**config.mk**
```make
export PLATFORM = sky130hd
export DESIGN_NAME = usb_descriptor_class_scanner_core_flat
export DESIGN_NICKNAME = d
export VERILOG_FILES = /design/src/udcs_pkg.sv /design/src/udcs_if.sv /design/src/udcs_front.sv /design/src/udcs_queue.sv /design/src/udcs_back.sv /design/src/usb_descriptor_class_scanner_core.sv /design/src/flat_wrapper.sv
export SDC_FILE = /design/constraint.sdc
export NUM_CORES = 1
export LEC_CHECK = 0
export ABC_AREA = 1
export BUFFER_PORTS_ARGS = -buffer_cell sky130_fd_sc_hd__buf_4
export CORE_MARGIN = 2
export CORE_UTILIZATION = 67
export CTS_BUF_LIST = sky130_fd_sc_hd__clkbuf_4
export DETAILED_ROUTE_END_ITERATION = 7
export PLACE_DENSITY = 0.83
export SYNTH_ARGS = -nofsm -noshare
export SYNTH_HDL_FRONTEND = slang
export SYNTH_HIERARCHICAL = 1
export SYNTH_SLANG_ARGS = --single-unit
export TNS_END_PERCENT = 50
```
**constraint.sdc**
```tcl
create_clock -name clock -period 7.8 [get_ports clock]
set_input_delay 1.17 -clock clock [delete_from_list [all_inputs] [get_ports clock]]
set_output_delay 1.17 -clock clock [all_outputs]
set_load 0.005 [all_outputs]
```
**src/udcs_pkg.sv**
```systemverilog
package udcs_pkg;

   localparam int ByteWidth = 8;
   localparam int CsrIndexWidth = 2;

   localparam logic REQ_DATA = 1'b0;
   localparam logic REQ_END  = 1'b1;

   localparam logic [CsrIndexWidth-1:0] CSR_MATCH_CLASS    = 2'd0;
   localparam logic [CsrIndexWidth-1:0] CSR_MATCH_SUBCLASS = 2'd1;
   localparam logic [CsrIndexWidth-1:0] CSR_MATCH_PROTOCOL = 2'd2;

   localparam logic [ByteWidth-1:0] MATCH_CLASS_RESET    = 8'hFF;
   localparam logic [ByteWidth-1:0] MATCH_SUBCLASS_RESET = 8'h42;
   localparam logic [ByteWidth-1:0] MATCH_PROTOCOL_RESET = 8'h01;

   localparam logic [ByteWidth-1:0] DESC_CONFIGURATION = 8'd2;
   localparam logic [ByteWidth-1:0] DESC_INTERFACE     = 8'd4;
   localparam logic [ByteWidth-1:0] DESC_ENDPOINT      = 8'd5;
   localparam logic [ByteWidth-1:0] MIN_DESC_LENGTH    = 8'd2;

   localparam logic [1:0] XFER_BULK = 2'b10;
   localparam int EpDirBit = 7;

   localparam logic [1:0] CAUSE_BOTH_FOUND = 2'd0;
   localparam logic [1:0] CAUSE_END        = 2'd1;
   localparam logic [1:0] CAUSE_SHORT      = 2'd2;

   localparam logic [1:0] EV_DESC  = 2'd0;
   localparam logic [1:0] EV_SHORT = 2'd1;
   localparam logic [1:0] EV_END   = 2'd2;

   localparam int QueueDepth = 2;
   localparam int QueuePtrWidth = $clog2(QueueDepth);
   localparam int QueueCountWidth = $clog2(QueueDepth + 1);

   typedef struct packed {
      logic [1:0]           kind;
      logic [ByteWidth-1:0] desc_type;
      logic                 dir_in;
      logic [1:0]           xfer;
      logic [ByteWidth-1:0] class_byte;
      logic [ByteWidth-1:0] subclass_byte;
      logic [ByteWidth-1:0] protocol_byte;
   } event_type;

   typedef struct packed {
      logic [ByteWidth-1:0] match_class;
      logic [ByteWidth-1:0] match_subclass;
      logic [ByteWidth-1:0] match_protocol;
   } match_cfg_type;

endpackage

```
**src/udcs_if.sv**
```systemverilog
interface udcs_req_if import udcs_pkg::*; ();
   logic                 valid;
   logic                 ready;
   logic                 req_type;
   logic [ByteWidth-1:0] data_byte;

   modport source (output valid, output req_type, output data_byte, input ready);
   modport sink (input valid, input req_type, input data_byte, output ready);
endinterface

interface udcs_rsp_if;
   logic       valid;
   logic       ready;
   logic       has_match;
   logic [1:0] finish_cause;
   logic       saw_bulk_in;
   logic       saw_bulk_out;

   modport source (output valid, output has_match, output finish_cause,
                   output saw_bulk_in, output saw_bulk_out, input ready);
   modport sink (input valid, input has_match, input finish_cause,
                 input saw_bulk_in, input saw_bulk_out, output ready);
endinterface

interface udcs_csr_if import udcs_pkg::*; ();
   logic                     valid;
   logic                     ready;
   logic [CsrIndexWidth-1:0] index;
   logic [ByteWidth-1:0]     data;

   modport source (output valid, output index, output data, input ready);
   modport sink (input valid, input index, input data, output ready);
endinterface

```
**src/udcs_front.sv**
```systemverilog
module udcs_front import udcs_pkg::*; (
   input  logic      clock,
   input  logic      reset,
   udcs_req_if.sink  req,
   output logic      push_valid,
   input  logic      push_ready,
   output event_type push_event
);

   logic [ByteWidth-1:0] offset_ff, offset_in;
   logic [ByteWidth-1:0] length_ff, length_in;
   logic [ByteWidth-1:0] type_ff, type_in;
   logic [ByteWidth-1:0] off2_ff, off2_in;
   logic [ByteWidth-1:0] off3_ff, off3_in;
   logic [ByteWidth-1:0] class_ff, class_in;
   logic [ByteWidth-1:0] subclass_ff, subclass_in;
   logic [ByteWidth-1:0] protocol_ff, protocol_in;
   logic                 accept;
   logic [ByteWidth:0]   next_offset;

   assign req.ready = push_ready;
   assign accept = req.valid & push_ready;
   assign next_offset = {1'b0, offset_ff} + {{ByteWidth{1'b0}}, 1'b1};

   always_comb begin
      offset_in = offset_ff;
      length_in = length_ff;
      type_in = type_ff;
      off2_in = off2_ff;
      off3_in = off3_ff;
      class_in = class_ff;
      subclass_in = subclass_ff;
      protocol_in = protocol_ff;
      push_valid = 1'b0;
      push_event.kind = EV_DESC;
      if (accept) begin
         if (req.req_type == REQ_END) begin
            offset_in = '0;
            length_in = '0;
            type_in = '0;
            off2_in = '0;
            off3_in = '0;
            class_in = '0;
            subclass_in = '0;
            protocol_in = '0;
            push_valid = 1'b1;
            push_event.kind = EV_END;
         end else if (offset_ff == '0) begin
            length_in = req.data_byte;
            if (req.data_byte < MIN_DESC_LENGTH) begin
               push_valid = 1'b1;
               push_event.kind = EV_SHORT;
            end else begin
               offset_in = next_offset[ByteWidth-1:0];
            end
         end else begin
            case (offset_ff)
               8'd1: type_in = req.data_byte;
               8'd2: off2_in = req.data_byte;
               8'd3: off3_in = req.data_byte;
               8'd5: class_in = req.data_byte;
               8'd6: subclass_in = req.data_byte;
               8'd7: protocol_in = req.data_byte;
               default: ;
            endcase
            if (next_offset >= {1'b0, length_ff}) begin
               offset_in = '0;
               push_valid = 1'b1;
               push_event.kind = EV_DESC;
            end else begin
               offset_in = next_offset[ByteWidth-1:0];
            end
         end
      end
      push_event.desc_type = type_in;
      push_event.dir_in = off2_in[EpDirBit];
      push_event.xfer = off3_in[1:0];
      push_event.class_byte = class_in;
      push_event.subclass_byte = subclass_in;
      push_event.protocol_byte = protocol_in;
   end

   always_ff @(posedge clock) begin
      if (reset) begin
         offset_ff <= '0;
         length_ff <= '0;
         type_ff <= '0;
         off2_ff <= '0;
         off3_ff <= '0;
         class_ff <= '0;
         subclass_ff <= '0;
         protocol_ff <= '0;
      end else begin
         offset_ff <= offset_in;
         length_ff <= length_in;
         type_ff <= type_in;
         off2_ff <= off2_in;
         off3_ff <= off3_in;
         class_ff <= class_in;
         subclass_ff <= subclass_in;
         protocol_ff <= protocol_in;
      end
   end

endmodule

```
**src/udcs_queue.sv**
```systemverilog
module udcs_queue import udcs_pkg::*; (
   input  logic      clock,
   input  logic      reset,
   input  logic      push_valid,
   output logic      push_ready,
   input  event_type push_event,
   output logic      pop_valid,
   input  logic      pop_ready,
   output event_type pop_event
);

   event_type                  entry_ff [QueueDepth];
   logic [QueuePtrWidth-1:0]   wr_ptr_ff, wr_ptr_in;
   logic [QueuePtrWidth-1:0]   rd_ptr_ff, rd_ptr_in;
   logic [QueueCountWidth-1:0] count_ff, count_in;
   logic                       do_push;
   logic                       do_pop;

   assign pop_valid = count_ff != '0;
   assign pop_event = entry_ff[rd_ptr_ff];
   assign do_pop = pop_valid & pop_ready;
   assign push_ready = (count_ff != QueueCountWidth'(QueueDepth)) | do_pop;
   assign do_push = push_valid & push_ready;

   always_comb begin
      wr_ptr_in = wr_ptr_ff;
      rd_ptr_in = rd_ptr_ff;
      count_in = count_ff;
      if (do_push) begin
         wr_ptr_in = (wr_ptr_ff == QueuePtrWidth'(QueueDepth - 1)) ? '0 : wr_ptr_ff + 1'b1;
      end
      if (do_pop) begin
         rd_ptr_in = (rd_ptr_ff == QueuePtrWidth'(QueueDepth - 1)) ? '0 : rd_ptr_ff + 1'b1;
      end
      if (do_push & ~do_pop) begin
         count_in = count_ff + 1'b1;
      end else if (do_pop & ~do_push) begin
         count_in = count_ff - 1'b1;
      end
   end

   always_ff @(posedge clock) begin
      if (reset) begin
         wr_ptr_ff <= '0;
         rd_ptr_ff <= '0;
         count_ff <= '0;
      end else begin
         wr_ptr_ff <= wr_ptr_in;
         rd_ptr_ff <= rd_ptr_in;
         count_ff <= count_in;
      end
   end

   always_ff @(posedge clock) begin
      if (do_push) begin
         entry_ff[wr_ptr_ff] <= push_event;
      end
   end

endmodule

```
**src/udcs_back.sv**
```systemverilog
module udcs_back import udcs_pkg::*; (
   input  logic          clock,
   input  logic          reset,
   input  match_cfg_type cfg,
   input  logic          pop_valid,
   output logic          pop_ready,
   input  event_type     pop_event,
   udcs_rsp_if.source    rsp
);

   logic       inside_ff, inside_in;
   logic       bulk_in_ff, bulk_in_in;
   logic       bulk_out_ff, bulk_out_in;
   logic       verdict_ff, verdict_in;
   logic       rsp_valid_ff, rsp_valid_in;
   logic       match_ff, match_in;
   logic [1:0] cause_ff, cause_in;
   logic       saw_in_ff, saw_in_in;
   logic       saw_out_ff, saw_out_in;
   logic       process;
   logic       emit;

   assign pop_ready = ~rsp_valid_ff | rsp.ready;
   assign process = pop_valid & pop_ready;

   always_comb begin
      inside_in = inside_ff;
      bulk_in_in = bulk_in_ff;
      bulk_out_in = bulk_out_ff;
      verdict_in = verdict_ff;
      emit = 1'b0;
      match_in = match_ff;
      cause_in = cause_ff;
      if (process) begin
         if (pop_event.kind == EV_END) begin
            if (!verdict_ff) begin
               emit = 1'b1;
               match_in = bulk_in_ff & bulk_out_ff & inside_ff;
               cause_in = CAUSE_END;
            end
         end else if (!verdict_ff) begin
            case (pop_event.kind)
               EV_SHORT: begin
                  emit = 1'b1;
                  match_in = 1'b0;
                  cause_in = CAUSE_SHORT;
               end
               EV_DESC: begin
                  if (pop_event.desc_type == DESC_CONFIGURATION) begin
                     inside_in = 1'b0;
                  end else if (pop_event.desc_type == DESC_INTERFACE) begin
                     inside_in = (pop_event.class_byte == cfg.match_class) &&
                                 (pop_event.subclass_byte == cfg.match_subclass) &&
                                 (pop_event.protocol_byte == cfg.match_protocol);
                  end else if (pop_event.desc_type == DESC_ENDPOINT && inside_ff) begin
                     if (pop_event.xfer == XFER_BULK) begin
                        if (pop_event.dir_in) begin
                           bulk_in_in = 1'b1;
                        end else begin
                           bulk_out_in = 1'b1;
                        end
                     end
                     if (bulk_in_in && bulk_out_in) begin
                        emit = 1'b1;
                        match_in = inside_ff;
                        cause_in = CAUSE_BOTH_FOUND;
                     end
                  end
               end
               default: ;
            endcase
         end
      end
      saw_in_in = emit ? bulk_in_in : saw_in_ff;
      saw_out_in = emit ? bulk_out_in : saw_out_ff;
      if (emit) begin
         verdict_in = 1'b1;
      end
      if (process && pop_event.kind == EV_END) begin
         inside_in = 1'b0;
         bulk_in_in = 1'b0;
         bulk_out_in = 1'b0;
         verdict_in = 1'b0;
      end
      if (emit) begin
         rsp_valid_in = 1'b1;
      end else if (rsp.ready) begin
         rsp_valid_in = 1'b0;
      end else begin
         rsp_valid_in = rsp_valid_ff;
      end
   end

   always_ff @(posedge clock) begin
      if (reset) begin
         inside_ff <= 1'b0;
         bulk_in_ff <= 1'b0;
         bulk_out_ff <= 1'b0;
         verdict_ff <= 1'b0;
         rsp_valid_ff <= 1'b0;
      end else begin
         inside_ff <= inside_in;
         bulk_in_ff <= bulk_in_in;
         bulk_out_ff <= bulk_out_in;
         verdict_ff <= verdict_in;
         rsp_valid_ff <= rsp_valid_in;
      end
   end

   always_ff @(posedge clock) begin
      match_ff <= match_in;
      cause_ff <= cause_in;
      saw_in_ff <= saw_in_in;
      saw_out_ff <= saw_out_in;
   end

   assign rsp.valid = rsp_valid_ff;
   assign rsp.has_match = match_ff;
   assign rsp.finish_cause = cause_ff;
   assign rsp.saw_bulk_in = saw_in_ff;
   assign rsp.saw_bulk_out = saw_out_ff;

`ifndef SYNTH
   // A verdict for both endpoints always carries both flags.
   assert property (@(posedge clock) disable iff (reset)
      rsp_valid_ff && cause_ff == CAUSE_BOTH_FOUND |-> saw_in_ff && saw_out_ff)
      else $error("both-found verdict without both endpoints");

   // A short-length verdict never reports a match.
   assert property (@(posedge clock) disable iff (reset)
      rsp_valid_ff && cause_ff == CAUSE_SHORT |-> !match_ff)
      else $error("short-length verdict reports a match");

   // A new verdict is only raised while no verdict has been given in this stream.
   assert property (@(posedge clock) disable iff (reset)
      emit |-> !verdict_ff)
      else $error("second verdict in one stream");

   // Once given, the verdict flag stays set until an end of stream is processed.
   assert property (@(posedge clock) disable iff (reset)
      verdict_ff && !(process && pop_event.kind == EV_END) |=> verdict_ff)
      else $error("verdict flag dropped within a stream");
`endif

endmodule

```
**src/usb_descriptor_class_scanner_core.sv**
```systemverilog
// Scans a USB descriptor stream, one byte per request transaction, and gives one verdict
// per stream on the response channel: early when a bulk IN and a bulk OUT endpoint have
// both been found in an interface whose class, subclass and protocol match the three
// configuration registers, early when a length byte below two is seen, and otherwise at
// the end-of-stream transaction, which also returns the scanner to its reset state. A
// byte is accepted in every cycle while the two-entry event queue has room, so the
// sustained rate is one transaction per cycle; a verdict reaches the response channel
// through the queue entry and then the verdict register, and the framing stage in front
// of the queue adds no register. Register writes are always accepted at once and must
// only be made while the scanner is idle.
module usb_descriptor_class_scanner_core import udcs_pkg::*; (
   input  logic       clock,
   input  logic       reset,
   udcs_req_if.sink   req_port,
   udcs_rsp_if.source rsp_port,
   udcs_csr_if.sink   csr_port
);

   match_cfg_type cfg_ff, cfg_in;
   logic          push_valid;
   logic          push_ready;
   event_type     push_event;
   logic          pop_valid;
   logic          pop_ready;
   event_type     pop_event;

   assign csr_port.ready = 1'b1;

   always_comb begin
      cfg_in = cfg_ff;
      if (csr_port.valid) begin
         case (csr_port.index)
            CSR_MATCH_CLASS:    cfg_in.match_class = csr_port.data;
            CSR_MATCH_SUBCLASS: cfg_in.match_subclass = csr_port.data;
            CSR_MATCH_PROTOCOL: cfg_in.match_protocol = csr_port.data;
            default: ;
         endcase
      end
   end

   always_ff @(posedge clock) begin
      if (reset) begin
         cfg_ff.match_class <= MATCH_CLASS_RESET;
         cfg_ff.match_subclass <= MATCH_SUBCLASS_RESET;
         cfg_ff.match_protocol <= MATCH_PROTOCOL_RESET;
      end else begin
         cfg_ff <= cfg_in;
      end
   end

   udcs_front u_front (
      .clock      (clock),
      .reset      (reset),
      .req        (req_port),
      .push_valid (push_valid),
      .push_ready (push_ready),
      .push_event (push_event)
   );

   udcs_queue u_queue (
      .clock      (clock),
      .reset      (reset),
      .push_valid (push_valid),
      .push_ready (push_ready),
      .push_event (push_event),
      .pop_valid  (pop_valid),
      .pop_ready  (pop_ready),
      .pop_event  (pop_event)
   );

   udcs_back u_back (
      .clock     (clock),
      .reset     (reset),
      .cfg       (cfg_ff),
      .pop_valid (pop_valid),
      .pop_ready (pop_ready),
      .pop_event (pop_event),
      .rsp       (rsp_port)
   );

endmodule

```
**src/flat_wrapper.sv**
```systemverilog
// flat-port wrapper written by rule: the top's interface ports become plain ports
module usb_descriptor_class_scanner_core_flat import udcs_pkg::*;
  (clock, reset, req_port_valid, req_port_req_type, req_port_data_byte, req_port_ready, rsp_port_valid, rsp_port_has_match, rsp_port_finish_cause, rsp_port_saw_bulk_in, rsp_port_saw_bulk_out, rsp_port_ready, csr_port_valid, csr_port_index, csr_port_data, csr_port_ready);
  udcs_req_if req_port_i ();
  udcs_rsp_if rsp_port_i ();
  udcs_csr_if csr_port_i ();
  input  logic clock;
  input  logic reset;
  input wire logic [$bits(req_port_i.valid)-1:0] req_port_valid;
  input wire logic [$bits(req_port_i.req_type)-1:0] req_port_req_type;
  input wire logic [$bits(req_port_i.data_byte)-1:0] req_port_data_byte;
  output wire logic [$bits(req_port_i.ready)-1:0] req_port_ready;
  output wire logic [$bits(rsp_port_i.valid)-1:0] rsp_port_valid;
  output wire logic [$bits(rsp_port_i.has_match)-1:0] rsp_port_has_match;
  output wire logic [$bits(rsp_port_i.finish_cause)-1:0] rsp_port_finish_cause;
  output wire logic [$bits(rsp_port_i.saw_bulk_in)-1:0] rsp_port_saw_bulk_in;
  output wire logic [$bits(rsp_port_i.saw_bulk_out)-1:0] rsp_port_saw_bulk_out;
  input wire logic [$bits(rsp_port_i.ready)-1:0] rsp_port_ready;
  input wire logic [$bits(csr_port_i.valid)-1:0] csr_port_valid;
  input wire logic [$bits(csr_port_i.index)-1:0] csr_port_index;
  input wire logic [$bits(csr_port_i.data)-1:0] csr_port_data;
  output wire logic [$bits(csr_port_i.ready)-1:0] csr_port_ready;
  assign req_port_i.valid = req_port_valid;
  assign req_port_i.req_type = req_port_req_type;
  assign req_port_i.data_byte = req_port_data_byte;
  assign req_port_ready = req_port_i.ready;
  assign rsp_port_valid = rsp_port_i.valid;
  assign rsp_port_has_match = rsp_port_i.has_match;
  assign rsp_port_finish_cause = rsp_port_i.finish_cause;
  assign rsp_port_saw_bulk_in = rsp_port_i.saw_bulk_in;
  assign rsp_port_saw_bulk_out = rsp_port_i.saw_bulk_out;
  assign rsp_port_i.ready = rsp_port_ready;
  assign csr_port_i.valid = csr_port_valid;
  assign csr_port_i.index = csr_port_index;
  assign csr_port_i.data = csr_port_data;
  assign csr_port_ready = csr_port_i.ready;
  usb_descriptor_class_scanner_core u_core (.clock(clock), .reset(reset), .req_port(req_port_i), .rsp_port(rsp_port_i), .csr_port(csr_port_i));
endmodule
```
Word-level counts from Yosys, hierarchy flattened --
Memory sizes are Yosys's and may differ from the RTL's. A register that Yosys moved wholly into a read port is not among the register bits. Cells that the tools add are included.
Word-level totals: latch bits 0, memory bits (writable) 74, memories kept 1, output and inout bits 8, bits in read-only memories 0, input port bits 24, register bits 96
Memories:
- u_core.u_queue.entry_ff | words 2, width 37, read ports 1, clocked after memory_dff 1, wr ports 1, line udcs_queue.sv:12 | event_type entry_ff [QueueDepth];
Cells by class: eq/ne operators 24, bitwise logic cells 14, order comparisons 2, shift operators 0, mux-type cells 108, add/subtract/negate cells 5, $mul 0, reduce and logical (&&, ||, !) cells 24, divide/modulo/power cells 0
Operator list (number):
- 2-to-1 mux 8 bit | 26
- 2-to-1 mux 1 bit | 63
- == test 8 x 3 -> 1 bit (second input constant) | 5
- 2-to-1 mux 2 bit | 16
- == test 8 x 2 -> 1 bit (second input constant) | 3
- == test 8 bit | 3
- inequality test 3 bit (second input constant) | 5
- nonzero test 2 bit | 6
- AND reduction 2 bit | 5
- adder 8 x 1 -> 9 bit (second input constant) | 1
- greater-or-equal comparator 9 x 8 -> 1 bit | 1
- == test 8 x 1 -> 1 bit (second input constant) | 1
- zero test 8 bit | 1
- < comparator 8 x 2 -> 1 bit (second input constant) | 1
- bitwise AND 1 bit | 7
- AND reduction 7 bit | 1
- == test 2 bit (second input constant) | 3
- logical AND 1 bit | 5
- inverter 1 bit | 5
- AND reduction 5 bit | 1
- == test 2 x 1 -> 1 bit (second input constant) | 2
- zero test 2 bit | 2
- inequality test 2 bit (second input constant) | 2
- case mux 1 bit (2 select lines) | 2
- 8 further kinds | 10

Logic depth before layout (Yosys ltp) --
depth in word-level cells 19, gate-level depth with buffers 25

Cells and area by module --
The synthesis kept the hierarchy.
By module, submodules not included:
- udcs_queue | cells each 152, area each 3066.7 sq um, instances 1
- udcs_front | cells each 353, area each 2597.5 sq um, instances 1
- usb_descriptor_class_scanner_core | cells each 136, area each 996.0 sq um, instances 1
- udcs_back | cells each 165, area each 962.2 sq um, instances 1

Least setup slack after synthesis --
Ideal clock, no wire load.
path type register to register, from register u_core.u_front.offset_ff[0], to memory u_core/u_queue/entry_ff[0][0] (netlist bit) (enable), arrival 3670 ps, data required time 7369 ps, stages on the path, launching flop included 17, setup slack 3699 ps, clock period less this slack 4101 ps, setup time 431 ps, cell sequence dfxtp_1 > ha_1 > nand3_1 > nor2_1 > xnor2_1 > inv_1 > ha_1 > nand2_1 > inv_1 > nand2_1 > nand2_1 > nand2_1 > nand2_1 > nand2_1 > a21oi_1 > nand2_1 > nor2_1
Between the ends: longest elaborated chain between the ends 9, elaborated cells between the ends (all ways) 10, those cells by class add/sub (1); order compare (1); mux (6); bitwise (1); reduce/logical (1)
Ends and longest elaborated chain:
- start: declaration | line udcs_front.sv:10 | logic [ByteWidth-1:0] offset_ff, offset_in;
- start signal: assignment | line udcs_front.sv:94 | offset_ff <= offset_in;
- adder 8 x 1 -> 9 bit | line udcs_front.sv:23 | assign next_offset = {1'b0, offset_ff} + {{ByteWidth{1'b0}}, 1'b1};
- greater-or-equal comparator 9 x 8 -> 1 bit | line udcs_front.sv:66 | if (next_offset >= {1'b0, length_ff}) begin
- 2-to-1 mux 1 bit | line udcs_front.sv:66
- 2-to-1 mux 1 bit * | line udcs_front.sv:48 | end else if (offset_ff == '0) begin
- 2-to-1 mux 1 bit * | line udcs_front.sv:37 | if (req.req_type == REQ_END) begin
- 2-to-1 mux 1 bit * | line udcs_front.sv:36 | if (accept) begin
- named net u_core.push_valid | line usb_descriptor_class_scanner_core.sv:20 | logic push_valid;
- bitwise AND 1 bit * | line udcs_queue.sv:23 | assign do_push = push_valid & push_ready;
- 2-to-1 mux 1 bit * | line udcs_queue.sv:55 | if (do_push) begin
- 2-to-1 mux 1 bit (implied by the code) * | line udcs_queue.sv:56 | entry_ff[wr_ptr_ff] <= push_event;
- end: declaration | line udcs_queue.sv:12
The timed path passes the listed nets; every way through them passes the cells marked *.

Final worst setup path --
from register u_core.u_front.offset_ff[0], to memory u_core/u_queue/entry_ff[0][7] (netlist bit) (enable)
Same word-level chain as after synthesis.

==> impl_metrics.ini <==
[drt]
first_pass_iters = 6
route.detailed.drc = 0
num_vias = 5473
wl_per_cell_um = 16.2
postRouteWirelength_um = 16100
routed_via_density = 5.53
drtIter0Drc = 523
drtAntennaViolNets = 0

[setup_path]
crit_buf_inv = 2
path_cells = ha_1 > nand3_1 > nor2_1 > xnor2_1 > inv_1 > ha_1 > nand2_1 > inv_1 > nand2_1 > nand2_1 > nand2_1 > nand2_1 > nand2_1 > a21oi_1 > nand2_1 > nor2_4
r2r_slack_ns = 4.00
crit_top_cell = nand2_1
arrival_ns = 4.00
crit_path_max_fanout = 37
end_kind = flop
crit_slowest_cell = nor2_4
cp_top_family = simple AND/OR/NAND/NOR gates
cpPeakStageDelay_ns = 0.87
worstSetupStartpointType = flop
cp.required_ns = 8.00
path_class = flop to flop

[logic_synthesis]
synth_area_leaders = edfxtp_1, dfxtp_1, nand2_1
async_reset_ff_share_pct = 0
avgSynthCellArea_um2 = 9.46
synth.most_common_cell = nand2_1
ys_warn_count = 6
synth_cell_types = 38
ys_ff_latch = 164
netlist.area_leader.share_pct = 31.1
synthFlopType = dfxtp_1
synth_commonest_cells = nand2_1, inv_1, dfxtp_1, nor2_1, edfxtp_1
ys_seq_area_share_pct = 53.4
syn_nets = 843
yosysTopAreaCell = edfxtp_1
syn-cell-area_um2 = 7620
synthCells = 806
synth-edff-count = 79

[power]
p_leak_nw = 3.74
cellPowerDensity_nw_per_um2 = 241
comb_power_share_pct = 23.6
ir_drop_mv = 0.297
pwr-share-seq_pct = 49.9
clockPowerShare_pct = 26.6
p_int_mw = 1.39
p_sw_mw = 0.579
p_total_mw = 1.97
switching_share_pct = 29.4

[clock_network]
clk_path_buf_depth = 2
numCtsBuffers = 17
cts.reportedPaths.clkPinSlew_ns = 0.13
cts_resized = 0
h-tree-depth = 4
cts_setup_buffers = 0
clockRootBuffer = clkbuf_4
cts_sinks = 164
tritoncts = yes
insertion_delay_ns = 0.57
postCtsHoldBufs = 0

[timing]
drv_slew = 0
skew_ns = 0.0213
min_period_ns = 3.80
setup_viol = 0
tightestPinTransition_ns = 1.12
grt_setup_unrepaired = false
fmax_mhz = 263
hold_viol = 0
max-slew-margin-rel_pct = 25.0
post-route-period-util_pct = 48.7
fin_hold_ws_ns = 0.497
setup_tns_ns = 0

[global_routing]
grt-ovfl-total = 0
track_usage_pct = 27.3
grt_pass1_wl_um = 26300
grt_pass1_vias = 5430
grt_antenna_before_repair = 0
grt_max_degree = 38

[run]
drv_cap = 0

[final_layout]
fin_nets = 874
areaGrowthSynthToFinish_pct = 7.22
layout-drive-gt1-share_pct = 16.9
stdcell_count = 990
insertedDiodeCount = 0

[die]
dieWidth_um = 111
start_util_pct = 69.4
std_cell_rows = 38
coreArea_um2 = 11000
fp.dieH_um = 111
ios = 32
die-area_um2 = 12200

[placed_design]
dp_hpwl_um = 11000
dp_cells = 958
gp_congestion = 0.912
portBuffers = 30

[status]
outcome = completed

[min_path]
hold_path.class = flop to flop
==> power groups by stage <==
| stage | Combinational (mW) | Sequential, mW | Clock (mW) |
|---|---|---|---|
| 2_1_floorplan | 0.395 | 0.996 | 0 |
| 3_3_place_gp | 0.444 | 0.999 | 0 |
| 3_5_place_dp | 0.460 | 1.00 | 0 |
| 4_1_cts | 0.463 | 0.983 | 0.534 |
| 5_1_grt | 0.515 | 0.988 | 0.564 |
| 6_report | 0.466 | 0.984 | 0.524 |
==> logic make-up (layout without fill, tap and decap cells) <==
logic type                 Yosys count  in the layout  share of synthesized area (%)
and+or+nand+nor                    325            325                           19.4
adders and majority gates           13             13                           2.13
muxes                               37             37                           6.94
other                                1              1                         0.0492
DFF                                164            164                           53.4
buffers and inverters              151            195                           8.73
AOI/OAI and AO/OA                  100            100                           7.53
xor gates and xnor gates            15             15                           1.72
==> worst paths after layout <==
check / start / endpoint / depth (start not counted)
setup / recovery: u_core/u_front/offset_ff[0] / u_core/u_queue/entry_ff[0][7] / 16
hold / removal: u_core/cfg_ff[20] / u_core/cfg_ff[20] / 2
setup reg to reg: u_core/u_front/offset_ff[0] / u_core/u_queue/entry_ff[0][7] / 16
hold reg to reg: u_core/cfg_ff[20] / u_core/cfg_ff[20] / 2
==> cell usage in the layout (no fill, tap or decap), types with 7 or more instances in the layout <==
master,Yosys,final
nor2_1,85,84
inv_2,7,9
dfxtp_1,85,84
o22ai_1,16,16
buf_4,3,32
nand2_1,149,149
ha_1,13,13
edfxtp_1,79,79
mux2_4,30,30
inv_1,124,124
nand3_1,36,36
xnor2_1,13,13
clkbuf_4,0,19
and2_1,17,17
nor2_2,9,9
o21ai_0,8,8
mux2_2,7,7
nand2_2,8,8
a21oi_1,62,62
==> flip-flops by register name (all words and copies together), names as in the netlist, 2 cells and up, named ones only <==
signal / count
u_core/u_front/offset_ff: 8
u_core/u_front/type_ff: 8
u_core/u_front/length_ff: 8
u_core/u_front/class_ff: 8
u_core/u_back/rsp.finish_cause: 2
u_core/u_front/subclass_ff: 8
u_core/u_front/off3_ff: 2
u_core/u_front/protocol_ff: 8
u_core/u_queue/entry_ff: 74
u_core/u_queue/count_ff: 2
u_core/cfg_ff: 24
==> worst min-delay path, cell delays in order, from the launching register on <==
cell     delay [ns]
dfxtp_1        0.34
nand2_1        0.06
nand3_1        0.05
==> per-stage QoR <==
step / cell area [µm²] / worst slack [ns] / util (%)
after CTS: 8170 / 4.05 / 74.4
after floorplan: 7620 / 3.70 / -
after global routing: 8170 / 3.67 / 74.4
final: 8170 / 4.00 / 74.4
after detailed placement: 7870 / 4.08 / 71.7
after global placement: 7870 / 4.23 / 71.7
==> metal layers <==
layer	vias to the layer above	GRT usage (%)	part of all wire, %
met5	-	0	0
met1	2560	34.4	42
met2	198	44.7	49
met3	40	7.11	6.7
li1	2675	-	-
met4	0	12.2	2.5
==> layout make-up <==
class | instances | area [µm²]
inverter | 131 | 492
fill | 772 | 2810
timing repair buffer | 32 | 240
multi-input combinational | 491 | 2890
sequential | 164 | 4080
tap | 140 | 175
clock buffer | 19 | 143
clock inverter | 13 | 158
Note: power is estimated with default switching activity, not from simulation.
